===== src/rtl/lorp_pkg.sv =====
// Shared types, codes and defaults for the layer occlusion redraw planner.
package lorp_pkg;

  localparam int DEF_MAX_LAYERS = 8;
  localparam int DEF_COORD_BITS = 13;

  localparam logic [2:0] REQ_ADD     = 3'd0;
  localparam logic [2:0] REQ_REMOVE  = 3'd1;
  localparam logic [2:0] REQ_CONFIG  = 3'd2;
  localparam logic [2:0] REQ_UPDATE  = 3'd3;
  localparam logic [2:0] REQ_COMPOSE = 3'd4;
  localparam logic [2:0] REQ_QUERY   = 3'd5;

  localparam logic [2:0] KIND_ACK  = 3'd0;
  localparam logic [2:0] KIND_COPY = 3'd1;
  localparam logic [2:0] KIND_BLIT = 3'd2;
  localparam logic [2:0] KIND_FLIP = 3'd3;
  localparam logic [2:0] KIND_ERR  = 3'd4;

  typedef enum logic [3:0] {
    OP_NONE,
    OP_LATCH,
    OP_ERR,
    OP_ADD_INIT,
    OP_ADD_STEP,
    OP_ADD_COMMIT,
    OP_REMOVE,
    OP_CFG,
    OP_RC_LOAD,
    OP_RC_STEP,
    OP_RC_WRITE,
    OP_UPDATE,
    OP_ACK,
    OP_QUERY,
    OP_CMP_INIT,
    OP_CMP_STEP
  } dp_op_t;

  typedef enum logic [3:0] {
    ST_IDLE,
    ST_DECODE,
    ST_ADD_SCAN,
    ST_CFG_CHK,
    ST_RC_LOAD,
    ST_RC_STEP,
    ST_UPD_CHK,
    ST_CMP_STEP,
    ST_CMP_FLIP
  } ctrl_state_t;

  typedef struct packed {
    dp_op_t op;
    logic   flip;
  } dp_cmd_t;

  typedef struct packed {
    logic [2:0] req;
    logic       slot_ok;
    logic       full;
    logic       scan_done;
    logic       changed;
    logic       p_done;
    logic       q_done;
    logic       one_layer;
  } dp_sts_t;

endpackage


===== src/rtl/lorp_ctrl.sv =====
// Request sequencer for the layer occlusion redraw planner.
module lorp_ctrl (
  input  logic             clk,
  input  logic             rst_n,
  input  logic             start,
  input  lorp_pkg::dp_sts_t sts,
  output lorp_pkg::dp_cmd_t cmd,
  output logic             busy
);
  import lorp_pkg::*;

  ctrl_state_t state_r, state_nxt;

  always_ff @(posedge clk) begin
    if (!rst_n) begin
      state_r <= ST_IDLE;
    end else begin
      state_r <= state_nxt;
    end
  end

  always_comb begin
    state_nxt = state_r;
    cmd.op    = OP_NONE;
    cmd.flip  = 1'b0;
    case (state_r)
      ST_IDLE: begin
        if (start) begin
          cmd.op    = OP_LATCH;
          state_nxt = ST_DECODE;
        end
      end
      ST_DECODE: begin
        state_nxt = ST_IDLE;
        case (sts.req)
          REQ_ADD: begin
            if (sts.full) begin
              cmd.op = OP_ERR;
            end else begin
              cmd.op    = OP_ADD_INIT;
              state_nxt = ST_ADD_SCAN;
            end
          end
          REQ_REMOVE: begin
            cmd.op = sts.slot_ok ? OP_REMOVE : OP_ERR;
          end
          REQ_CONFIG: begin
            if (sts.slot_ok) begin
              cmd.op    = OP_CFG;
              state_nxt = ST_CFG_CHK;
            end else begin
              cmd.op = OP_ERR;
            end
          end
          REQ_UPDATE: begin
            if (sts.slot_ok) begin
              cmd.op    = OP_UPDATE;
              state_nxt = ST_UPD_CHK;
            end else begin
              cmd.op = OP_ERR;
            end
          end
          REQ_COMPOSE: begin
            cmd.op    = OP_CMP_INIT;
            state_nxt = ST_CMP_STEP;
          end
          REQ_QUERY: begin
            cmd.op = sts.slot_ok ? OP_QUERY : OP_ERR;
          end
          default: begin
            cmd.op = OP_ERR;
          end
        endcase
      end
      ST_ADD_SCAN: begin
        if (sts.scan_done) begin
          cmd.op    = OP_ADD_COMMIT;
          state_nxt = ST_IDLE;
        end else begin
          cmd.op = OP_ADD_STEP;
        end
      end
      ST_CFG_CHK: begin
        if (sts.changed) begin
          state_nxt = ST_RC_LOAD;
        end else begin
          cmd.op    = OP_ACK;
          state_nxt = ST_IDLE;
        end
      end
      ST_RC_LOAD: begin
        if (sts.p_done) begin
          cmd.op    = OP_ACK;
          state_nxt = ST_IDLE;
        end else begin
          cmd.op    = OP_RC_LOAD;
          state_nxt = ST_RC_STEP;
        end
      end
      ST_RC_STEP: begin
        if (sts.q_done) begin
          cmd.op    = OP_RC_WRITE;
          state_nxt = ST_RC_LOAD;
        end else begin
          cmd.op = OP_RC_STEP;
        end
      end
      ST_UPD_CHK: begin
        if (sts.one_layer) begin
          cmd.op    = OP_CMP_INIT;
          state_nxt = ST_CMP_STEP;
        end else begin
          cmd.op    = OP_ACK;
          state_nxt = ST_IDLE;
        end
      end
      ST_CMP_STEP: begin
        if (sts.p_done) begin
          cmd.op    = OP_NONE;
          cmd.flip  = 1'b1;
          state_nxt = ST_IDLE;
        end else begin
          cmd.op = OP_CMP_STEP;
        end
      end
      default: begin
        state_nxt = ST_IDLE;
      end
    endcase
  end

  assign busy = (state_r != ST_IDLE);

endmodule


===== src/rtl/lorp_dp.sv =====
// Layer table, stacking list, flag and blit-count storage with output register.
module lorp_dp #(
  parameter int MAX_LAYERS = lorp_pkg::DEF_MAX_LAYERS,
  parameter int COORD_BITS = lorp_pkg::DEF_COORD_BITS
) (
  input  logic                  clk,
  input  logic                  rst_n,
  input  lorp_pkg::dp_cmd_t     cmd,
  output lorp_pkg::dp_sts_t     sts,
  input  logic [2:0]            in_req_type,
  input  logic [2:0]            in_slot,
  input  logic [7:0]            in_layer_depth,
  input  logic [COORD_BITS-1:0] in_left,
  input  logic [COORD_BITS-1:0] in_top,
  input  logic [COORD_BITS-1:0] in_right,
  input  logic [COORD_BITS-1:0] in_bottom,
  input  logic                  in_buffer_present,
  output logic                  out_valid,
  output logic [2:0]            out_kind,
  output logic [2:0]            out_layer_slot,
  output logic [31:0]           out_frames_shown,
  output logic                  out_last
);
  import lorp_pkg::*;

  localparam int NSLOT  = (MAX_LAYERS < 8) ? MAX_LAYERS : 8;
  localparam int SLOT_W = $clog2(NSLOT);
  localparam int CNT_W  = $clog2(NSLOT + 1);
  localparam int F_UPD  = 0;
  localparam int F_SGL  = 1;
  localparam int F_HID  = 2;
  localparam int F_BUF  = 3;

  // request word
  logic [2:0]            req_r;
  logic [2:0]            slot_r;
  logic [7:0]            depth_r;
  logic [COORD_BITS-1:0] nl_r, nt_r, nr_r, nb_r;
  logic                  buf_r;

  // table
  logic                  used_r  [NSLOT];
  logic                  used_nxt[NSLOT];
  logic [3:0]            flags_r  [NSLOT];
  logic [3:0]            flags_nxt[NSLOT];
  logic [SLOT_W-1:0]     stack_r  [NSLOT];
  logic [SLOT_W-1:0]     stack_nxt[NSLOT];
  logic [7:0]            key_r  [NSLOT];
  logic [7:0]            key_nxt[NSLOT];
  logic [COORD_BITS-1:0] rl_r[NSLOT], rt_r[NSLOT], rr_r[NSLOT], rb_r[NSLOT];
  logic [COORD_BITS-1:0] rl_nxt[NSLOT], rt_nxt[NSLOT], rr_nxt[NSLOT], rb_nxt[NSLOT];
  logic [31:0]           blit_r  [NSLOT];
  logic [31:0]           blit_nxt[NSLOT];
  logic [CNT_W-1:0]      cnt_r, cnt_nxt;
  logic                  hpf_r, hpf_nxt;

  // sequencing
  logic [CNT_W-1:0]      p_r, p_nxt, q_r, q_nxt;
  logic [SLOT_W-1:0]     s_r, s_nxt;
  logic [COORD_BITS-1:0] sl_r, st_r, sr_r, sb_r;
  logic [COORD_BITS-1:0] sl_nxt, st_nxt, sr_nxt, sb_nxt;
  logic                  single_r, single_nxt, hide_r, hide_nxt, upper_r, upper_nxt;
  logic                  changed_r, changed_nxt;

  logic                  ov_nxt, last_nxt;
  logic [2:0]            kind_nxt, oslot_nxt;
  logic [31:0]           frames_nxt;

  logic [SLOT_W-1:0]     slot_idx, free_s, p_sl, lq, cs;
  logic                  free_found, slot_ok, rm_found;
  logic [CNT_W-1:0]      qi, rm_pos;
  logic                  ovl, ins;
  logic [3:0]            cf;
  logic                  c_upd, c_sgl;

  assign slot_idx = slot_r[SLOT_W-1:0];
  assign slot_ok  = ({1'b0, slot_r} < 4'(NSLOT)) && used_r[slot_idx];
  assign p_sl     = p_r[SLOT_W-1:0];
  assign qi       = q_r - CNT_W'(1);
  assign lq       = stack_r[qi[SLOT_W-1:0]];
  assign cs       = stack_r[p_sl];
  assign cf       = flags_r[cs];
  assign c_upd    = cf[F_UPD];
  assign c_sgl    = cf[F_SGL];

  assign ovl = !((sr_r <= rl_r[lq]) || (sl_r >= rr_r[lq]) ||
                 (sb_r <= rt_r[lq]) || (st_r >= rb_r[lq]));
  assign ins = (sl_r >= rl_r[lq]) && (sr_r <= rr_r[lq]) &&
               (st_r >= rt_r[lq]) && (sb_r <= rb_r[lq]);

  always_comb begin
    free_found = 1'b0;
    free_s     = '0;
    for (int i = NSLOT - 1; i >= 0; i--) begin
      if (!used_r[i]) begin
        free_found = 1'b1;
        free_s     = SLOT_W'(i);
      end
    end
  end

  always_comb begin
    rm_found = 1'b0;
    rm_pos   = cnt_r;
    for (int i = NSLOT - 1; i >= 0; i--) begin
      if ((CNT_W'(i) < cnt_r) && (stack_r[i] == slot_idx)) begin
        rm_found = 1'b1;
        rm_pos   = CNT_W'(i);
      end
    end
  end

  always_comb begin
    sts.req       = req_r;
    sts.slot_ok   = slot_ok;
    sts.full      = !free_found || (cnt_r >= CNT_W'(NSLOT));
    sts.scan_done = (p_r >= cnt_r) || (key_r[stack_r[p_sl]] > depth_r);
    sts.changed   = changed_r;
    sts.p_done    = (p_r >= cnt_r);
    sts.q_done    = (q_r == '0) || hide_r;
    sts.one_layer = (cnt_r == CNT_W'(1));
  end

  always_comb begin
    used_nxt  = used_r;
    flags_nxt = flags_r;
    stack_nxt = stack_r;
    key_nxt   = key_r;
    rl_nxt    = rl_r;
    rt_nxt    = rt_r;
    rr_nxt    = rr_r;
    rb_nxt    = rb_r;
    blit_nxt  = blit_r;
    cnt_nxt   = cnt_r;
    hpf_nxt   = hpf_r;
    p_nxt     = p_r;
    q_nxt     = q_r;
    s_nxt     = s_r;
    sl_nxt    = sl_r;
    st_nxt    = st_r;
    sr_nxt    = sr_r;
    sb_nxt    = sb_r;
    single_nxt  = single_r;
    hide_nxt    = hide_r;
    upper_nxt   = upper_r;
    changed_nxt = changed_r;
    ov_nxt     = 1'b0;
    kind_nxt   = KIND_ACK;
    oslot_nxt  = 3'd0;
    frames_nxt = 32'd0;
    last_nxt   = 1'b0;

    if (cmd.flip) begin
      ov_nxt   = 1'b1;
      kind_nxt = KIND_FLIP;
      last_nxt = 1'b1;
      hpf_nxt  = 1'b1;
    end

    case (cmd.op)
      OP_NONE: begin
      end
      OP_LATCH: begin
      end
      OP_ERR: begin
        ov_nxt   = 1'b1;
        kind_nxt = KIND_ERR;
        last_nxt = 1'b1;
      end
      OP_ADD_INIT: begin
        p_nxt = '0;
      end
      OP_ADD_STEP: begin
        p_nxt = p_r + CNT_W'(1);
      end
      OP_ADD_COMMIT: begin
        // open a hole at the scan position and drop the new slot in
        for (int i = 1; i < NSLOT; i++) begin
          if ((CNT_W'(i) > p_r) && (CNT_W'(i) <= cnt_r)) begin
            stack_nxt[i] = stack_r[i-1];
          end
        end
        stack_nxt[p_sl]  = free_s;
        cnt_nxt          = cnt_r + CNT_W'(1);
        used_nxt[free_s] = 1'b1;
        rl_nxt[free_s]   = nl_r;
        rt_nxt[free_s]   = nt_r;
        rr_nxt[free_s]   = nr_r;
        rb_nxt[free_s]   = nb_r;
        key_nxt[free_s]  = depth_r;
        flags_nxt[free_s] = 4'd0;
        blit_nxt[free_s] = 32'd0;
        ov_nxt    = 1'b1;
        kind_nxt  = KIND_ACK;
        oslot_nxt = 3'(free_s);
        last_nxt  = 1'b1;
      end
      OP_REMOVE: begin
        for (int i = 0; i < NSLOT - 1; i++) begin
          if ((CNT_W'(i) >= rm_pos) && (CNT_W'(i + 1) < cnt_r)) begin
            stack_nxt[i] = stack_r[i+1];
          end
        end
        if (rm_found) begin
          cnt_nxt = cnt_r - CNT_W'(1);
        end
        used_nxt[slot_idx]  = 1'b0;
        flags_nxt[slot_idx] = 4'd0;
        ov_nxt   = 1'b1;
        kind_nxt = KIND_ACK;
        last_nxt = 1'b1;
      end
      OP_CFG: begin
        changed_nxt = (rl_r[slot_idx] != nl_r) || (rt_r[slot_idx] != nt_r) ||
                      (rr_r[slot_idx] != nr_r) || (rb_r[slot_idx] != nb_r);
        key_nxt[slot_idx] = depth_r;
        rl_nxt[slot_idx]  = nl_r;
        rt_nxt[slot_idx]  = nt_r;
        rr_nxt[slot_idx]  = nr_r;
        rb_nxt[slot_idx]  = nb_r;
        p_nxt = '0;
      end
      OP_RC_LOAD: begin
        s_nxt      = cs;
        sl_nxt     = rl_r[cs];
        st_nxt     = rt_r[cs];
        sr_nxt     = rr_r[cs];
        sb_nxt     = rb_r[cs];
        q_nxt      = cnt_r;
        single_nxt = 1'b1;
        hide_nxt   = 1'b0;
        upper_nxt  = 1'b1;
      end
      OP_RC_STEP: begin
        // walk the list from the top down, one entry a step
        q_nxt = qi;
        if (qi == p_r) begin
          upper_nxt = 1'b0;
        end else begin
          if (single_r && ovl) begin
            single_nxt = 1'b0;
          end
          if ((!single_r || ovl) && !hide_r && upper_r && ins) begin
            hide_nxt = 1'b1;
          end
        end
      end
      OP_RC_WRITE: begin
        flags_nxt[s_r] = {flags_r[s_r][F_BUF], hide_r, single_r, 1'b0};
        p_nxt = p_r + CNT_W'(1);
      end
      OP_UPDATE: begin
        flags_nxt[slot_idx] = {buf_r, flags_r[slot_idx][F_HID],
                               flags_r[slot_idx][F_SGL], 1'b1};
      end
      OP_ACK: begin
        ov_nxt   = 1'b1;
        kind_nxt = KIND_ACK;
        last_nxt = 1'b1;
      end
      OP_QUERY: begin
        ov_nxt     = 1'b1;
        kind_nxt   = KIND_ACK;
        oslot_nxt  = slot_r;
        frames_nxt = blit_r[slot_idx];
        last_nxt   = 1'b1;
      end
      OP_CMP_INIT: begin
        p_nxt     = '0;
        upper_nxt = 1'b0;
        if ((cnt_r >= CNT_W'(2)) && hpf_r) begin
          ov_nxt   = 1'b1;
          kind_nxt = KIND_COPY;
        end
      end
      OP_CMP_STEP: begin
        p_nxt = p_r + CNT_W'(1);
        if (cf[F_BUF] && !cf[F_HID] && !(c_sgl && !c_upd)) begin
          upper_nxt = upper_r || (c_upd && !c_sgl);
          frames_nxt = blit_r[cs];
          if (c_upd && (blit_r[cs] != 32'hFFFF_FFFF)) begin
            frames_nxt = blit_r[cs] + 32'd1;
          end
          blit_nxt[cs] = frames_nxt;
          if (c_upd || upper_r || !c_sgl) begin
            ov_nxt    = c_upd || upper_r || (c_upd && !c_sgl);
            kind_nxt  = KIND_BLIT;
            oslot_nxt = 3'(cs);
          end
          flags_nxt[cs] = {cf[3:1], 1'b0};
        end
      end
      default: begin
      end
    endcase
  end

  always_ff @(posedge clk) begin
    if (!rst_n) begin
      for (int i = 0; i < NSLOT; i++) begin
        used_r[i]  <= 1'b0;
        flags_r[i] <= 4'd0;
      end
      cnt_r     <= '0;
      hpf_r     <= 1'b0;
      out_valid <= 1'b0;
    end else begin
      used_r    <= used_nxt;
      flags_r   <= flags_nxt;
      cnt_r     <= cnt_nxt;
      hpf_r     <= hpf_nxt;
      out_valid <= ov_nxt;
    end
  end

  always_ff @(posedge clk) begin
    if (cmd.op == OP_LATCH) begin
      req_r   <= in_req_type;
      slot_r  <= in_slot;
      depth_r <= in_layer_depth;
      nl_r    <= in_left;
      nt_r    <= in_top;
      nr_r    <= in_right;
      nb_r    <= in_bottom;
      buf_r   <= in_buffer_present;
    end
    stack_r   <= stack_nxt;
    key_r     <= key_nxt;
    rl_r      <= rl_nxt;
    rt_r      <= rt_nxt;
    rr_r      <= rr_nxt;
    rb_r      <= rb_nxt;
    blit_r    <= blit_nxt;
    p_r       <= p_nxt;
    q_r       <= q_nxt;
    s_r       <= s_nxt;
    sl_r      <= sl_nxt;
    st_r      <= st_nxt;
    sr_r      <= sr_nxt;
    sb_r      <= sb_nxt;
    single_r  <= single_nxt;
    hide_r    <= hide_nxt;
    upper_r   <= upper_nxt;
    changed_r <= changed_nxt;
    out_kind         <= kind_nxt;
    out_layer_slot   <= oslot_nxt;
    out_frames_shown <= frames_nxt;
    out_last         <= last_nxt;
  end

endmodule


===== src/rtl/layer_occlusion_redraw_planner_core.sv =====
// Top level of the layer occlusion redraw planner: sequencer plus layer datapath.
//
// Usage: drive a request word on the in_ ports and raise start; the word is
// taken at a clock edge where start is high and busy is low. busy stays high
// until the last result word of that request has been issued.
// Results come out one word per cycle on the out_ ports, marked by out_valid;
// out_last flags the final word of a request. The receiver cannot stall, so
// every word is taken in the cycle it appears.
// An add scans the stacking list one entry a cycle to find its place.
// A configure that moves a rectangle rechecks each layer against every other
// one a step at a time through the shared overlap/containment comparator.
// A compose pass visits each listed layer in stacking order; an update on a
// lone layer runs a compose pass.
// Throughput: one request at a time; the next request may be accepted in the
// cycle the last word is shown.
// Reset (rst_n low, synchronous) empties the table, clears all layer flags
// and forgets the previous frame; slot contents are rewritten by add.
module layer_occlusion_redraw_planner_core #(
  parameter int MAX_LAYERS = lorp_pkg::DEF_MAX_LAYERS,
  parameter int COORD_BITS = lorp_pkg::DEF_COORD_BITS
) (
  input  logic                  clk,
  input  logic                  rst_n,
  input  logic                  start,
  output logic                  busy,
  input  logic [2:0]            in_req_type,
  input  logic [2:0]            in_slot,
  input  logic [7:0]            in_layer_depth,
  input  logic [COORD_BITS-1:0] in_left,
  input  logic [COORD_BITS-1:0] in_top,
  input  logic [COORD_BITS-1:0] in_right,
  input  logic [COORD_BITS-1:0] in_bottom,
  input  logic                  in_buffer_present,
  output logic                  out_valid,
  output logic [2:0]            out_kind,
  output logic [2:0]            out_layer_slot,
  output logic [31:0]           out_frames_shown,
  output logic                  out_last
);
  import lorp_pkg::*;

  dp_cmd_t cmd;
  dp_sts_t sts;

  // sequencer: walks each request through its steps
  lorp_ctrl u_ctrl (
    .clk   (clk),
    .rst_n (rst_n),
    .start (start),
    .sts   (sts),
    .cmd   (cmd),
    .busy  (busy)
  );

  // datapath: layer table, stacking list and result register
  lorp_dp #(
    .MAX_LAYERS (MAX_LAYERS),
    .COORD_BITS (COORD_BITS)
  ) u_dp (
    .clk               (clk),
    .rst_n             (rst_n),
    .cmd               (cmd),
    .sts               (sts),
    .in_req_type       (in_req_type),
    .in_slot           (in_slot),
    .in_layer_depth    (in_layer_depth),
    .in_left           (in_left),
    .in_top            (in_top),
    .in_right          (in_right),
    .in_bottom         (in_bottom),
    .in_buffer_present (in_buffer_present),
    .out_valid         (out_valid),
    .out_kind          (out_kind),
    .out_layer_slot    (out_layer_slot),
    .out_frames_shown  (out_frames_shown),
    .out_last          (out_last)
  );

`ifndef ASSERT_OFF
  // the closing word of a request is issued as the sequencer returns to idle
  a_last_idle: assert property (@(posedge clk) disable iff (!rst_n)
    out_valid && out_last |-> !busy) else $error("last word while busy");

  // a word that is not the last one leaves the request still in progress
  a_mid_busy: assert property (@(posedge clk) disable iff (!rst_n)
    out_valid && !out_last |-> busy) else $error("non-last word after finish");

  // a flip always closes its compose pass
  a_flip_last: assert property (@(posedge clk) disable iff (!rst_n)
    out_valid && (out_kind == KIND_FLIP) |-> out_last) else $error("flip not last");

  // an accepted request keeps the block busy for at least the next cycle
  a_take_busy: assert property (@(posedge clk) disable iff (!rst_n)
    start && !busy |=> busy) else $error("request not taken");
`endif

endmodule


===== config.mk =====
export PLATFORM = sky130hd
export DESIGN_NAME = layer_occlusion_redraw_planner_core
export DESIGN_NICKNAME = d
export VERILOG_FILES = /design/src/rtl/lorp_pkg.sv /design/src/rtl/lorp_ctrl.sv /design/src/rtl/lorp_dp.sv /design/src/rtl/layer_occlusion_redraw_planner_core.sv
export SDC_FILE = /design/constraint.sdc
export NUM_CORES = 2
export LEC_CHECK = 0
export BUFFER_PORTS_ARGS = -buffer_cell sky130_fd_sc_hd__buf_2
export CORE_MARGIN = 3
export CORE_UTILIZATION = 31
export CTS_CLUSTER_SIZE = 25
export DETAILED_ROUTE_END_ITERATION = 10
export PLACE_DENSITY = 0.56
export SLEW_MARGIN = 10
export SYNTH_ARGS = -nofsm -noshare
export SYNTH_HDL_FRONTEND = slang
export SYNTH_HIERARCHICAL = 1
export SYNTH_SLANG_ARGS = --single-unit

===== constraint.sdc =====
create_clock -name clk -period 13.14 [get_ports clk]
set_input_delay 1.971 -clock clk [delete_from_list [all_inputs] [get_ports clk]]
set_output_delay 1.971 -clock clk [all_outputs]
set_load 0.05 [all_outputs]

==> flow_summary.yaml <==
outcome:
  status: "finished, final reports clean"
finish:
  nNetsFinal: 6062
  final_cell_mix: "nand2_1, edfxtp_1, a22oi_1, nand3_1, and2_1"
  final_util: 0.3521
  multi_input_area_um2: 27840
  num-fill-cells: 18522
  drive_gt1_frac: 0.09564
  seq_area_um2: 28610
  area_growth_pct: 12.74
  design_area_um2: 65360
  final_common_cell: "nand2_1"
synthesis:
  async_reset_ff_frac: 0
  synth_cell_types: 105
  synth_seq_cells: 982
  yosysWarnings: 6
  yosys.area.top_type: "edfxtp_1"
  synth_area_um2: 57980
  synthTopCellsByArea: "edfxtp_1, nand2_1, a22oi_1"
  synth_cells: 5970
  syn_nets: 6165
  yosys.area.top_type_share: 0.4631
  synth_ff_type: "edfxtp_1"
  ys_seq_area_frac: 0.4934
  synth_edf_count: 894
  avgSynthCellArea_um2: 9.711
timing:
  rsz0062_at_grt: "false"
  max_freq_mhz: 102.1
  min_period_ps: 9791
  setup_violations: 0
  final.period_utilization: 0.7451
  whs_ps: 474.7
  hold_viol_final: 0
  tightest_slew_ps: 1262
  skew_ps: 39.78
  slew_headroom: 0.1568
  slew_viol_final: 0
  setup_tns_ps: 0
placed_design:
  port_buffers: 110
  gp_congestion: 0.9364
  placed_area_um2: 61470
  place_hpwl_um: 147200
route:
  drt_iter0_markers: 8285
  drt-pass1-iter-count: 9
  via_per_inst: 6.185
  wl_per_cell_um: 29.41
  drc: 0
  vias: 52205
  ant_nets: 0
  routed_wl_um: 248200
worst_setup_path:
  path_max_fanout: 61
  cp.arrival_ps: 10170
  crit_type: "flop to flop"
  worst-r2r-cell-count: 27
  start_kind: "flop"
  r2r-start: "u_dp/p_r[2]$_SDFFCE_PN0P_"
  critPathLaunch: "u_dp/p_r[2]$_SDFFCE_PN0P_"
  r2r_slack_ps: 3350
  crit_end: "u_dp/rl_r[65]$_DFFE_PP_"
  endpoint_kind: "flop"
  r2r_end: "u_dp/rl_r[65]$_DFFE_PP_"
  cp.required_ps: 13520
power_and_ir_drop:
  peakVddDrop_v: 0.0001009
  leakage_nw: 23.15
  p_per_area_nw_per_um2: 131.6
floorplanning:
  pin_count: 111
  rows: 158
  initial_core_util: 0.3123
  die_w_um: 438.5
  die_area_um2: 192200
  core_um2: 185600
  fp.dieH_um: 438.5
global_routing:
  grt_pass1_vias: 49534
  grt_max_degree: 142
  grt.overflow.total: 0
  antenna_found_initial: 11
  track_usage: 0.2489
  grt_pass1_wl_um: 356300
cts:
  path_clk_slew_ps: 70
  clkSinkCount: 982
  cts_root_buf: "clkbuf_16"
  post_cts_resized: 0
  cts_tree: "done"
  cts_inserted_buffers: 109
  cts_buffer_depth: 3
  cts_setup_buffers: 0
  clock_latency_ps: 770
  cts_hold_buf: 0
  cts_max_level: 3
flow_run:
  cap_violations: 0
hold_path:
  hold_class: "flop to flop"
## where the power goes
group	switching [W]	internal, W	leakage [nW]
Sequential	0.0000936	0.00346	8.03
Clock	0.00138	0.00204	1.91
Combinational	0.00115	0.000487	13.2
## final cells by class
| type | count | area share |
|---|---|---|
| well taps | 2480 | 0.04747 |
| multi-input cells | 4475 | 0.4259 |
| diodes | 1 | 0.00003828 |
| clock inverters | 71 | 0.01445 |
| flip-flops and latches | 982 | 0.4377 |
| inverters | 53 | 0.003273 |
| clock buffers | 133 | 0.04502 |
| repair buffers | 246 | 0.02615 |
## per-layer routing
metal / vias to the layer above / global-route usage / share of wire
met3: 755 / 0.05277 / 0.11
met4: 4 / 0.1152 / 0.052
li1: 22190 / - / -
met2: 3741 / 0.3873 / 0.44
met1: 25515 / 0.3307 / 0.39
met5: - / 0.001008 / 0.000085
## flip-flops by register name, summed over array words and instances (netlist names), 24 cells and up
name                   cells
u_dp/blit_r              256
u_dp/flags_r              32
u_dp/key_r                64
u_dp/out_frames_shown     32
u_dp/rb_r                104
u_dp/rl_r                104
u_dp/rr_r                104
u_dp/rt_r                104
u_dp/stack_r              24
## cell usage after synthesis, types with 30 or more instances
cell / number
nand2_1: 1168
xor2_1: 56
ha_1: 125
o21a_1: 32
nor2b_1: 198
nand3_1: 358
a311oi_1: 59
a22o_1: 181
a31oi_1: 78
o21ai_0: 218
nor2_1: 222
buf_2: 30
a211oi_1: 49
clkbuf_1: 354
a221oi_1: 48
nor3_1: 54
and2_1: 310
a22oi_1: 373
buf_1: 55
a21oi_1: 169
o22ai_1: 42
dfxtp_1: 88
nand4_1: 109
and3_1: 72
mux2i_1: 95
xnor2_1: 43
o21ai_1: 35
inv_1: 48
edfxtp_1: 894
## kinds of logic (layout without fill, tap and decap cells)
logic type      after synthesis  count (layout)  synth area share
simple gates               2614            2614            0.2156
compound gates             1502            1502            0.1864
flops                       982             982            0.4934
buf+inv                     513             503           0.03537
fa+ha+maj                   125             125           0.02698
mux                         124             124           0.02417
xor+xnor                    110             110           0.01804
other cells                   0               1                 0
## worst min path at each step
| stage | from | to | slack [ps] | cells past startpoint |
|---|---|---|---|---|
| 6_report | u_dp/flags_r[0]$_SDFFE_PN0P_ | u_dp/flags_r[0]$_SDFFE_PN0P_ | 470 | 2 |
| 5_1_grt | u_dp/flags_r[0]$_SDFFE_PN0P_ | u_dp/flags_r[0]$_SDFFE_PN0P_ | 500 | 2 |
| 4_1_cts | u_dp/flags_r[0]$_SDFFE_PN0P_ | u_dp/flags_r[0]$_SDFFE_PN0P_ | 480 | 2 |
| 3_5_place_dp | u_dp/hpf_r$_SDFFE_PN0P_ | u_dp/hpf_r$_SDFFE_PN0P_ | 470 | 2 |
| 3_3_place_gp | u_dp/hpf_r$_SDFFE_PN0P_ | u_dp/hpf_r$_SDFFE_PN0P_ | 450 | 2 |
| 2_1_floorplan | u_dp/hpf_r$_SDFFE_PN0P_ | u_dp/hpf_r$_SDFFE_PN0P_ | 430 | 2 |
## worst max-delay path, stage by stage (launching register included)
cell      delay [ps]
edfxtp_1         880
nor2_1           250
a221oi_2         300
buf_4            320
nand2_8          300
inv_8            440
buf_4            700
nor2_2            70
buf_4            260
a22o_1           260
a21oi_1          180
ha_1             170
nor2b_1           40
o21a_1           160
o21ai_0          160
nand2b_1          70
a21oi_1          130
o21ai_0          100
a21o_1           220
nand2_1           90
o21ai_0           80
a221o_1          510
nand3_1          670
nand2_1          210
o21ai_4          100
buf_4            750
nor2b_4          830
buf_4            770
## stage by stage
| stage | total power, W | setup slack, ps | cells |
|---|---|---|---|
| 2_1_floorplan | 0.004579 | 3118 | 5970 |
| 3_3_place_gp | 0.005189 | 3775 | 8236 |
| 3_5_place_dp | 0.005201 | 3641 | 8236 |
| 4_1_cts | 0.008612 | 3585 | 8440 |
| 5_1_grt | 0.008870 | 3024 | 8440 |
| 6_report | 0.008601 | 3349 | 8441 |
Note: power is estimated with default switching activity, not from simulation.
